[config.mk]
export PLATFORM = sky130hd
export DESIGN_NAME = normalized_signed_divider_core
export DESIGN_NICKNAME = d
export VERILOG_FILES = /design/src/rtl/nsd_pkg.sv /design/src/rtl/normalized_signed_divider_core.sv
export SDC_FILE = /design/constraint.sdc
export NUM_CORES = 1
export LEC_CHECK = 0
export CAP_MARGIN = 20
export CORE_ASPECT_RATIO = 0.9
export CORE_UTILIZATION = 55
export CTS_CLUSTER_SIZE = 8
export DETAILED_ROUTE_END_ITERATION = 6
export DONT_BUFFER_PORTS = 1
export PLACE_DENSITY = 0.77
export SLEW_MARGIN = 20
export SYNTH_ARGS = -nofsm -noshare
export SYNTH_HDL_FRONTEND = slang
export SYNTH_SLANG_ARGS = --single-unit
[constraint.sdc]
create_clock -name clk_i -period 23.6 [get_ports clk_i]
set_input_delay 4.72 -clock clk_i [delete_from_list [all_inputs] [get_ports clk_i]]
set_output_delay 4.72 -clock clk_i [all_outputs]
set_load 0.02 [all_outputs]
[src/rtl/nsd_pkg.sv]
package nsd_pkg;

  localparam int unsigned DATA_WIDTH = 32;
  localparam int unsigned FRAC_BITS  = 16;
  localparam int unsigned DIVISOR_W  = DATA_WIDTH + FRAC_BITS;
  // greedy shift steps of 2^(NORM_STEPS-1) .. 1 cover any k below DATA_WIDTH
  localparam int unsigned NORM_STEPS = $clog2(DATA_WIDTH);
  localparam int unsigned CNT_W      = $clog2(DATA_WIDTH);

  localparam logic STATUS_OK  = 1'b0;
  localparam logic STATUS_ERR = 1'b1;

  typedef struct packed {
    logic signed [DATA_WIDTH-1:0] dividend;
    logic        [DIVISOR_W-1:0]  divisor;
  } nsd_req_t;

  typedef struct packed {
    logic signed [DATA_WIDTH-1:0] quotient;
    logic                         status;
  } nsd_rsp_t;

endpackage

[src/rtl/normalized_signed_divider_core.sv]
// normalized signed divider
//
// a transaction is taken on a rising edge with start high and busy low;
// req_i carries a signed dividend and an unsigned divisor with FRAC_BITS
// fraction bits. the result appears on rsp_o, marked by done_o, which is high
// for exactly one cycle; the receiver cannot stall it and must take it in that cycle.
// busy stays high from the accepting edge until the cycle done_o is high.
//
// sequence: a dividend of magnitude below the divisor, or a zero dividend,
// answers in the cycle after start, and busy never rises. the general case
// checks the operands, makes NORM_STEPS greedy left shifts (16, 8, 4, 2, 1)
// to normalize both operands, checks the scaled divisor, runs DATA_WIDTH
// restoring steps through one shared subtractor and then applies the sign.
// the next transaction may start in the cycle done_o is high.
// reset returns the sequencer to idle and drops done_o; no data is cleared.
// status reports a scaled divisor with a zero integer part (and a zero
// divisor) with quotient forced to zero.
module normalized_signed_divider_core (
  input  logic             clk_i,
  input  logic             rst_ni,
  input  logic             start,
  output logic             busy,
  input  nsd_pkg::nsd_req_t req_i,
  output logic             done_o,
  output nsd_pkg::nsd_rsp_t rsp_o
);
  import nsd_pkg::*;

  localparam int unsigned TRIAL_W = 2 * DATA_WIDTH;

  typedef enum logic [2:0] {
    ST_IDLE,
    ST_NORM,
    ST_CHECK,
    ST_DIV,
    ST_FIN
  } state_e;

  state_e                state_q, state_d;
  logic                  neg_q, neg_d;
  logic [DATA_WIDTH-1:0] mag_q, mag_d;
  logic [DIVISOR_W-1:0]  dv_q, dv_d;
  logic [DATA_WIDTH-1:0] rem_q, rem_d;
  logic [DATA_WIDTH-1:0] quo_q, quo_d;
  logic [CNT_W-1:0]      cnt_q, cnt_d;
  logic                  done_q, done_d;
  nsd_rsp_t              rsp_q, rsp_d;

  logic                  in_neg;
  logic [DATA_WIDTH-1:0] in_mag;
  logic [DIVISOR_W-1:0]  in_mag_scaled;
  logic [CNT_W-1:0]      sh_amt;
  logic [TRIAL_W-1:0]    norm_trial;
  logic [TRIAL_W-1:0]    norm_limit;
  logic [DATA_WIDTH-1:0] den;
  logic [DATA_WIDTH:0]   rem_trial;
  logic [DATA_WIDTH:0]   rem_diff;

  assign in_neg        = req_i.dividend[DATA_WIDTH-1];
  assign in_mag        = in_neg ? (~req_i.dividend + 1'b1) : req_i.dividend;
  assign in_mag_scaled = DIVISOR_W'(in_mag) << FRAC_BITS;

  // shift amounts run 2^(NORM_STEPS-1) down to 1
  assign sh_amt     = CNT_W'(NORM_STEPS - 1) - cnt_q;
  assign norm_trial = TRIAL_W'(mag_q) << (TRIAL_W'(1) << sh_amt);
  assign norm_limit = neg_q ? (TRIAL_W'(1) << (DATA_WIDTH - 1))
                            : ((TRIAL_W'(1) << (DATA_WIDTH - 1)) - 1'b1);

  // integer part of the scaled divisor
  assign den       = dv_q[DIVISOR_W-1:FRAC_BITS];
  assign rem_trial = {rem_q, mag_q[DATA_WIDTH-1]};
  assign rem_diff  = rem_trial - {1'b0, den};

  always_comb begin
    state_d = state_q;
    neg_d   = neg_q;
    mag_d   = mag_q;
    dv_d    = dv_q;
    rem_d   = rem_q;
    quo_d   = quo_q;
    cnt_d   = cnt_q;
    done_d  = 1'b0;
    rsp_d   = rsp_q;

    unique case (state_q)
      ST_IDLE: begin
        if (start) begin
          neg_d = in_neg;
          mag_d = in_mag;
          dv_d  = req_i.divisor;
          cnt_d = '0;
          if (in_mag == '0 && req_i.divisor == '0) begin
            done_d         = 1'b1;
            rsp_d.quotient = '0;
            rsp_d.status   = STATUS_ERR;
          end else if (in_mag_scaled < req_i.divisor) begin
            done_d         = 1'b1;
            rsp_d.quotient = '0;
            rsp_d.status   = STATUS_OK;
          end else begin
            state_d = ST_NORM;
          end
        end
      end

      ST_NORM: begin
        // largest k keeps the dividend in range; greedy over falling powers of two
        if (norm_trial <= norm_limit) begin
          mag_d = norm_trial[DATA_WIDTH-1:0];
          dv_d  = dv_q << (DIVISOR_W'(1) << sh_amt);
        end
        if (cnt_q == CNT_W'(NORM_STEPS - 1)) begin
          state_d = ST_CHECK;
          cnt_d   = '0;
        end else begin
          cnt_d = cnt_q + 1'b1;
        end
      end

      ST_CHECK: begin
        rem_d = '0;
        quo_d = '0;
        cnt_d = '0;
        if (den == '0) begin
          done_d         = 1'b1;
          rsp_d.quotient = '0;
          rsp_d.status   = STATUS_ERR;
          state_d        = ST_IDLE;
        end else begin
          state_d = ST_DIV;
        end
      end

      ST_DIV: begin
        if (!rem_diff[DATA_WIDTH]) begin
          rem_d = rem_diff[DATA_WIDTH-1:0];
          quo_d = {quo_q[DATA_WIDTH-2:0], 1'b1};
        end else begin
          rem_d = rem_trial[DATA_WIDTH-1:0];
          quo_d = {quo_q[DATA_WIDTH-2:0], 1'b0};
        end
        mag_d = mag_q << 1;
        if (cnt_q == CNT_W'(DATA_WIDTH - 1)) begin
          state_d = ST_FIN;
        end else begin
          cnt_d = cnt_q + 1'b1;
        end
      end

      ST_FIN: begin
        done_d         = 1'b1;
        rsp_d.quotient = neg_q ? (~quo_q + 1'b1) : quo_q;
        rsp_d.status   = STATUS_OK;
        state_d        = ST_IDLE;
      end

      default: begin
        state_d = ST_IDLE;
      end
    endcase
  end

  always_ff @(posedge clk_i or negedge rst_ni) begin
    if (!rst_ni) begin
      state_q <= ST_IDLE;
      done_q  <= 1'b0;
      cnt_q   <= '0;
    end else begin
      state_q <= state_d;
      done_q  <= done_d;
      cnt_q   <= cnt_d;
    end
  end

  always_ff @(posedge clk_i) begin
    neg_q <= neg_d;
    mag_q <= mag_d;
    dv_q  <= dv_d;
    rem_q <= rem_d;
    quo_q <= quo_d;
    rsp_q <= rsp_d;
  end

  assign busy   = (state_q != ST_IDLE);
  assign done_o = done_q;
  assign rsp_o  = rsp_q;

endmodule

==> flow_metrics.tcl, run 1 <==
set metrics [dict create \
    critPathArrivalTime_ns 9.10 \
    finClkSkew_ns 0.02463 \
    grt_max_degree 86 \
    port_buffers 0 \
    grt_overflow 0 \
    worstPathCellList "inv_1 -> ha_1 -> or3b_2 -> nor2_1 -> nand3_1 -> and2_4 -> or4_4 -> o41ai_2 -> xor2_1 -> inv_1 -> ha_1 -> nand4_1 -> nor2_1 -> a2111oi_0 -> a21oi_2 -> o32ai_4 -> buf_4" \
    path_buf_inv 3 \
    antenna_found_initial 0 \
    max_freq_mhz 111.4 \
    cpMaxStageDelayCell "a2111oi_0" \
    crit_path_end_kind "flip-flop" \
    finalSetupTns_ns 0 \
    vias 17973 \
    synth_edf_count 178 \
    final_max_slew_viol_count 0 \
    fin_crit_ns 8.975 \
    ys_warn_count 0 \
    syn2layout_area_growth_pct 4.753 \
    ys_types 86 \
    post_cts.repair.setup_buffers 0 \
    cp_slowest_stage_delay_ns 0.52 \
    place_congestion 1.033 \
    yosysTopAreaCell "edfxtp_1" \
    final_hold_viol_count 0 \
    tightest_slew_ns 1.161 \
    clk_path_buf_depth 2 \
    violations "DRC" \
    clkSinkCount 187 \
    die_h_um 174.5 \
    cp.required_ns 23.73 \
    wl_per_cell_um 25.14 \
    avgSynthCellArea_um2 8.340 \
    drc_errors 2 \
    drtIter0Drc 2837 \
    synth_ff_type "edfxtp_1" \
    synthCells 2181 \
    stdcell_count 2508 \
    num_antenna_cells 0 \
    startpoint_type "primary input" \
    ctsResizeCount 0 \
    critPathKind "primary input to flip-flop" \
    hold_buffers 0 \
    path_clk_slew_ns 0.08 \
    grt.total_usage_pct 37.03 \
    outcome "complete, but fails checks" \
    cts_buffers 17 \
    start_util_pct 56.50 \
    rsz0062_at_grt "false" \
    crit_family "simple AND/OR/NAND/NOR gates" \
    cts_tree "built" \
    async_flop_share_pct 4.813 \
    die_w_um 193.7 \
    core-area_um2 32190 \
    ios 118 \
    grt_pass1_vias 16310 \
    setup_viol 0 \
    ant_nets 0 \
    maxCapViolCount 0 \
    clk_latency_ns 0.48 \
    dieArea_um2 33800 \
    via_per_inst 7.166 \
    placed_cells 2476 \
    ys_ff_latch 187 \
    syn_area_um2 18190 \
    rrSetupSlack_ns 15.77 \
    slew_headroom_pct 22.35 \
    holdWs_ns 0.6138 \
    synth_top_area_share_pct 29.39 \
    place_area_um2 18480 \
    cts.htree.levels 4 \
    fin_nets 2268 \
    finish.instance_area_um2 19050 \
    dp_hpwl_mm 47.02 \
    grt_pass1_wl_mm 96.39 \
    firstDrtPassIters 7 \
    yosysSeqAreaShare_pct 30.62 \
    cp_max_fo 33 \
    synth_nets 2370 \
    synth_area_leaders "edfxtp_1 (29%), ha_1 (7.2%), o21ai_0 (5.4%)" \
    num_rows 62 \
    post-route-period-util_pct 38.03 \
    totalWireLength_mm 63.04 \
    root_buffer "clkbuf_16" \
    hp-class "flip-flop to flip-flop" \
    drive_gt1_share_pct 7.122 \
]
worst paths after layout:
path	cells after the start	startpoint	end
worst min-delay path	2	quo_q[31]	rsp_o[32]
worst min register to register	2	quo_q[31]	rsp_o[32]
max in group asynchronous	0	rst_ni	cnt_q[3]
worst max-delay path	17	req_i[48]	rsp_o[9]
worst max register to register	27	cnt_q[0]	dv_q[37]
min in group asynchronous	0	rst_ni	done_o
registers in the layout, indices dropped and copies added, names as in the netlist:
register	flops
mag_q	32
neg_q	1
rsp_o	33
rem_q	32
cnt_q	5
dv_q	48
quo_q	32
done_o	1
state_q	3
layer usage:
layer	wire, um	track usage [%]	up-vias	share of wire [%]
li1	-	-	8061	-
met1	26450	53.63	8553	42
met2	25510	51.58	1247	40
met3	9507	12.82	112	15
met4	1582	10.43	0	2.5
met5	0	0	-	0
tightest hold or removal path: cells and delay by family, from the launching register on:
kind | cells | cell delay (ns)
DFF | 1 | 0.35
and+or+nand+nor | 1 | 0.08
xor gates and xnor gates | 1 | 0.07
synth_stat cells, types with 25 or more instances:
| master | number |
|---|---|
| nor2_1 | 205 |
| a21o_1 | 39 |
| clkbuf_1 | 111 |
| nand2_1 | 190 |
| a21oi_1 | 111 |
| o211ai_1 | 58 |
| xnor2_1 | 45 |
| o21ai_0 | 195 |
| edfxtp_1 | 178 |
| mux2i_1 | 76 |
| inv_1 | 100 |
| nand4_1 | 30 |
| ha_1 | 105 |
| buf_2 | 32 |
| and3_1 | 38 |
| a22oi_1 | 46 |
| nand3_1 | 100 |
| o22ai_1 | 38 |
| xor2_1 | 40 |
| o31ai_1 | 25 |
| nor3_1 | 32 |
| nor4_1 | 37 |
cells by family (layout without fill, tap and decap cells):
| kind of cell | after synthesis | after routing | synth area share (%) |
|---|---|---|---|
| compound gates | 700 | 700 | 25.57 |
| xor+xnor | 85 | 85 | 4.093 |
| fa+ha+maj | 106 | 106 | 7.333 |
| buf+inv | 263 | 174 | 5.668 |
| flops | 187 | 187 | 30.62 |
| mux | 109 | 109 | 7.339 |
| simple gates | 731 | 731 | 19.38 |
cell type report:
cell class,count,area (um^2)
multi-input cells,1731,11690
flip-flops and latches,187,5570
inverters,100,375.4
fillers,2806,13140
well taps,416,520.5
clock inverters,15,153.9
clock buffers,17,425.4
repair buffers,42,315.3
stage by stage:
stage | setup slack (ns) | util (%)
detailed placement | 14.28 | 57.39
global route | 14.38 | 59.19
finish | 14.63 | 59.19
floorplan | 12.71 | -
global placement | 14.40 | 57.39
CTS | 14.77 | 59.19
cells in the final DEF (no fill, tap or decap), types with 8 or more instances in the layout:
cell type,synthesis,final
o211ai_1,58,58
clkbuf_16,0,17
o31ai_1,25,25
a31oi_1,13,13
a22oi_1,46,46
nand4_1,30,30
o21ai_0,195,193
or3_1,15,15
and2_1,10,9
nand3_1,100,100
nor4_1,37,37
dfrtp_1,9,9
a22o_1,16,16
mux2_2,15,15
o32ai_1,16,15
ha_1,105,104
mux2i_1,76,76
xnor2_1,45,44
nor2_1,205,205
nand2b_1,17,17
mux4_2,18,18
nor2b_1,17,15
a21oi_1,111,111
a221o_1,8,8
a211oi_1,14,14
buf_4,1,42
o21a_1,18,18
edfxtp_1,178,178
and3_1,38,38
or4_1,8,8
nand2_1,190,190
inv_1,100,100
a21o_1,39,39
or2_2,9,9
nor3_1,32,32
o22ai_1,38,38
xor2_1,40,40
Power of run 1 is left out: the tool's default activity adds up to more than one toggle a clock period on the data nets, which glitch-free logic cannot reach.
==> run 2, diff against run 1 <==
--- a/config.mk
+++ b/config.mk
@@ -5,13 +5,14 @@
 export SDC_FILE = /design/constraint.sdc
 export NUM_CORES = 1
 export LEC_CHECK = 0
+export ABC_AREA = 1
 export CAP_MARGIN = 20
 export CORE_ASPECT_RATIO = 0.9
 export CORE_UTILIZATION = 55
 export CTS_CLUSTER_SIZE = 8
 export DETAILED_ROUTE_END_ITERATION = 6
 export DONT_BUFFER_PORTS = 1
-export PLACE_DENSITY = 0.77
+export PLACE_DENSITY = 0.8
 export SLEW_MARGIN = 20
 export SYNTH_ARGS = -nofsm -noshare
 export SYNTH_HDL_FRONTEND = slang
==> constraint.sdc (replaced) <==
create_clock -name clk_i -period 7.75 [get_ports clk_i]
set_input_delay 1.55 -clock clk_i [delete_from_list [all_inputs] [get_ports clk_i]]
set_output_delay 1.55 -clock clk_i [all_outputs]
set_load 0.02 [all_outputs]
==> flow_metrics.tcl, run 2 <==
set metrics [dict create \
    grt_pass1_vias 17513 \
    hp-class "flip-flop to flip-flop" \
    power.leakage_nw 8.437 \
    critPathKind "flip-flop to flip-flop" \
    fin_nets 2767 \
    final_common_cell "nand2_1" \
    totalWireLength_mm 64.75 \
    final_max_slew_viol_count 0 \
    netlist_top_cells_count "nand2_1 (606), nand3_1 (298), nor2_1 (291)" \
    synth_edf_count 178 \
    synth.most_common_cell "nand2_1" \
    cp_max_fo 32 \
    fillers 3018 \
    hold_buffers 0 \
    num_rows 62 \
    power.density_nw_per_um2 543.5 \
    start_util_pct 56.45 \
    crit_path_end_kind "flip-flop" \
    critPathArrivalTime_ns 6.58 \
    rrSetupSlack_ns 1.34 \
    violations "DRC" \
    ios 118 \
    fin_crit_ns 6.411 \
    firstDrtPassIters 7 \
    via_per_inst 6.436 \
    maxCapViolCount 0 \
    die_w_um 193.8 \
    outcome "complete, but fails checks" \
    rsz0062_at_grt "false" \
    reg2reg_to "dv_q[2]" \
    yosysTopAreaCell "edfxtp_1" \
    grt.total_usage_pct 37.89 \
    synth_area_leaders "edfxtp_1 (29%), nand2_1 (12%), nand3_1 (8.2%)" \
    final_hold_viol_count 0 \
    register_area_um2 5570 \
    die_h_um 174.7 \
    post-route-period-util_pct 82.73 \
    ctsResizeCount 0 \
    clk_latency_ns 0.47 \
    place_congestion 1.080 \
    cts.htree.levels 4 \
    cts_tree "built" \
    drive_gt1_share_pct 4.323 \
    cts_buffers 17 \
    ys_types 62 \
    reg2reg_from "cnt_q[0]" \
    largest_reg_flops 48 \
    p_total_mw 10.33 \
    synth_ff_type "edfxtp_1" \
    path_clk_slew_ns 0.08 \
    wl_per_cell_um 21.52 \
    core-area_um2 32270 \
    vias 19359 \
    finalSetupTns_ns 0 \
    finClkSkew_ns 0.01405 \
    grt_pass1_wl_mm 99.29 \
    drtIter0Drc 2865 \
    grt_max_degree 91 \
    cp.required_ns 7.92 \
    max_freq_mhz 156.0 \
    ys_ff_latch 187 \
    ys_warn_count 0 \
    slew_headroom_pct 24.48 \
    post_cts.repair.setup_buffers 0 \
    synthCells 2665 \
    syn_area_um2 18220 \
    clk_path_buf_depth 2 \
    hold_start "quo_q[31]" \
    clkSinkCount 187 \
    root_buffer "clkbuf_16" \
    grt_overflow 0 \
    hold_end "rsp_o[32]" \
    tightest_slew_ns 1.132 \
    avgSynthCellArea_um2 6.836 \
    startpoint_type "flip-flop" \
    reg2regPathDepth 26 \
    dieArea_um2 33860 \
    hold-path-cell-count 1 \
    async_flop_share_pct 4.813 \
    multiInputGateArea_um2 11070 \
    syn2layout_area_growth_pct 4.340 \
    vdd_drop_max_mv 0.3460 \
    synth_top_area_share_pct 29.34 \
    port_buffers 0 \
    ant_nets 0 \
    critPathLaunch "cnt_q[0]" \
    largest-register "dv_q" \
    yosysSeqAreaShare_pct 30.58 \
    drc_errors 4 \
    dp_hpwl_mm 48.57 \
    antenna_found_initial 2 \
    setup_viol 0 \
    layout_common_cells "nand2_1 (605), nand3_1 (298), nor2_1 (288)" \
    synth_nets 2854 \
]
run 2: changes by cell type after synthesis, sizes merged, moves of 26 or more:
cell / previous run / this run
inv: 100 / 262
clkbuf: 111 / 59
nand2: 190 / 616
nand3: 100 / 301
and3: 38 / 1
xnor2: 45 / 13
buf: 52 / 78
mux2i: 76 / 14
a21o: 39 / 2
a22oi: 46 / 16
o21ai: 200 / 268
nor2: 206 / 294
run 2: cell type report:
class                           instances  area share, %
Antenna cell                            1        0.01316
Clock inverter                         15         0.9676
Multi-Input combinational cell       2073          58.22
Timing Repair Buffer                   31          1.224
Clock buffer                           17          2.238
Sequential cell                       187          29.30
Tap cell                              416          2.738
Inverter                              268          5.292
run 2: metrics by stage:
step           worst slack (ns)  hold WS, ns  area, um^2  std cells  utilization [%]
2_1_floorplan             1.660       0.5380       18220       2665                -
3_3_place_gp              1.498       0.5486       18390       2975            56.97
3_5_place_dp              1.518       0.5546       18390       2975            56.97
4_1_cts                   1.508       0.5683       18990       3007            58.86
5_1_grt                  0.9157       0.6204       19010       3007            58.89
6_report                  1.339       0.5676       19010       3008            58.90
run 2: routing by layer:
layer,GRT usage (%),vias to the layer above,part of all wire (%)
li1,-,9016,-
met1,52.88,8822,41
met2,55.07,1322,41
met3,11.68,197,14
met4,13.66,2,3.5
met5,0,-,0.019
run 2: cells by family (layout without fill, tap and decap cells):
family / Yosys count / count (layout) / share of synthesized area, %
and+or+nand+nor: 1345 / 1345 / 32.08
DFF: 187 / 187 / 30.58
muxes: 14 / 14 / 0.7692
other: 0 / 1 / 0
adders and majority gates: 106 / 106 / 7.321
AOI/OAI and AO/OA: 552 / 552 / 17.46
buffers and inverters: 405 / 331 / 9.059
xor gates and xnor gates: 56 / 56 / 2.734
run 2: worst max path at each step:
stage	slack, ns	end	depth (start not counted)
3_5_place_dp	1.52	dv_q[16]	26
6_report	1.34	dv_q[2]	26
3_3_place_gp	1.50	rsp_o[17]	22
4_1_cts	1.51	dv_q[4]	26
5_1_grt	0.92	dv_q[4]	26
2_1_floorplan	1.66	rsp_o[0]	22
run 2: worst max-delay path: stages, from the launching register on:
cell,delay (ns)
dfrtp_1,0.44
inv_1,0.16
ha_1,0.22
inv_1,0.07
nand2_2,0.10
nand2_4,0.11
nor2_8,0.36
nand3_2,0.65
inv_2,0.57
nand2_1,0.10
nand2_1,0.11
nand3_1,0.10
nand2_1,0.16
nand2_1,0.06
nand3_1,0.13
nand3_1,0.20
a21oi_1,0.29
ha_1,0.31
a21oi_1,0.15
nand2_1,0.07
nand2_1,0.05
a21oi_1,0.06
a211oi_1,0.23
a32o_1,0.32
nand3_2,0.12
nand2_2,0.58
buf_4,0.34
run 2: report_power, final:
group / switching [mW] / internal [mW]
clock network: 0.459 / 0.462
logic: 5.08 / 2.12
registers: 0.452 / 1.75
total: 5.99 / 4.34
(Power assumes the default switching activity.)
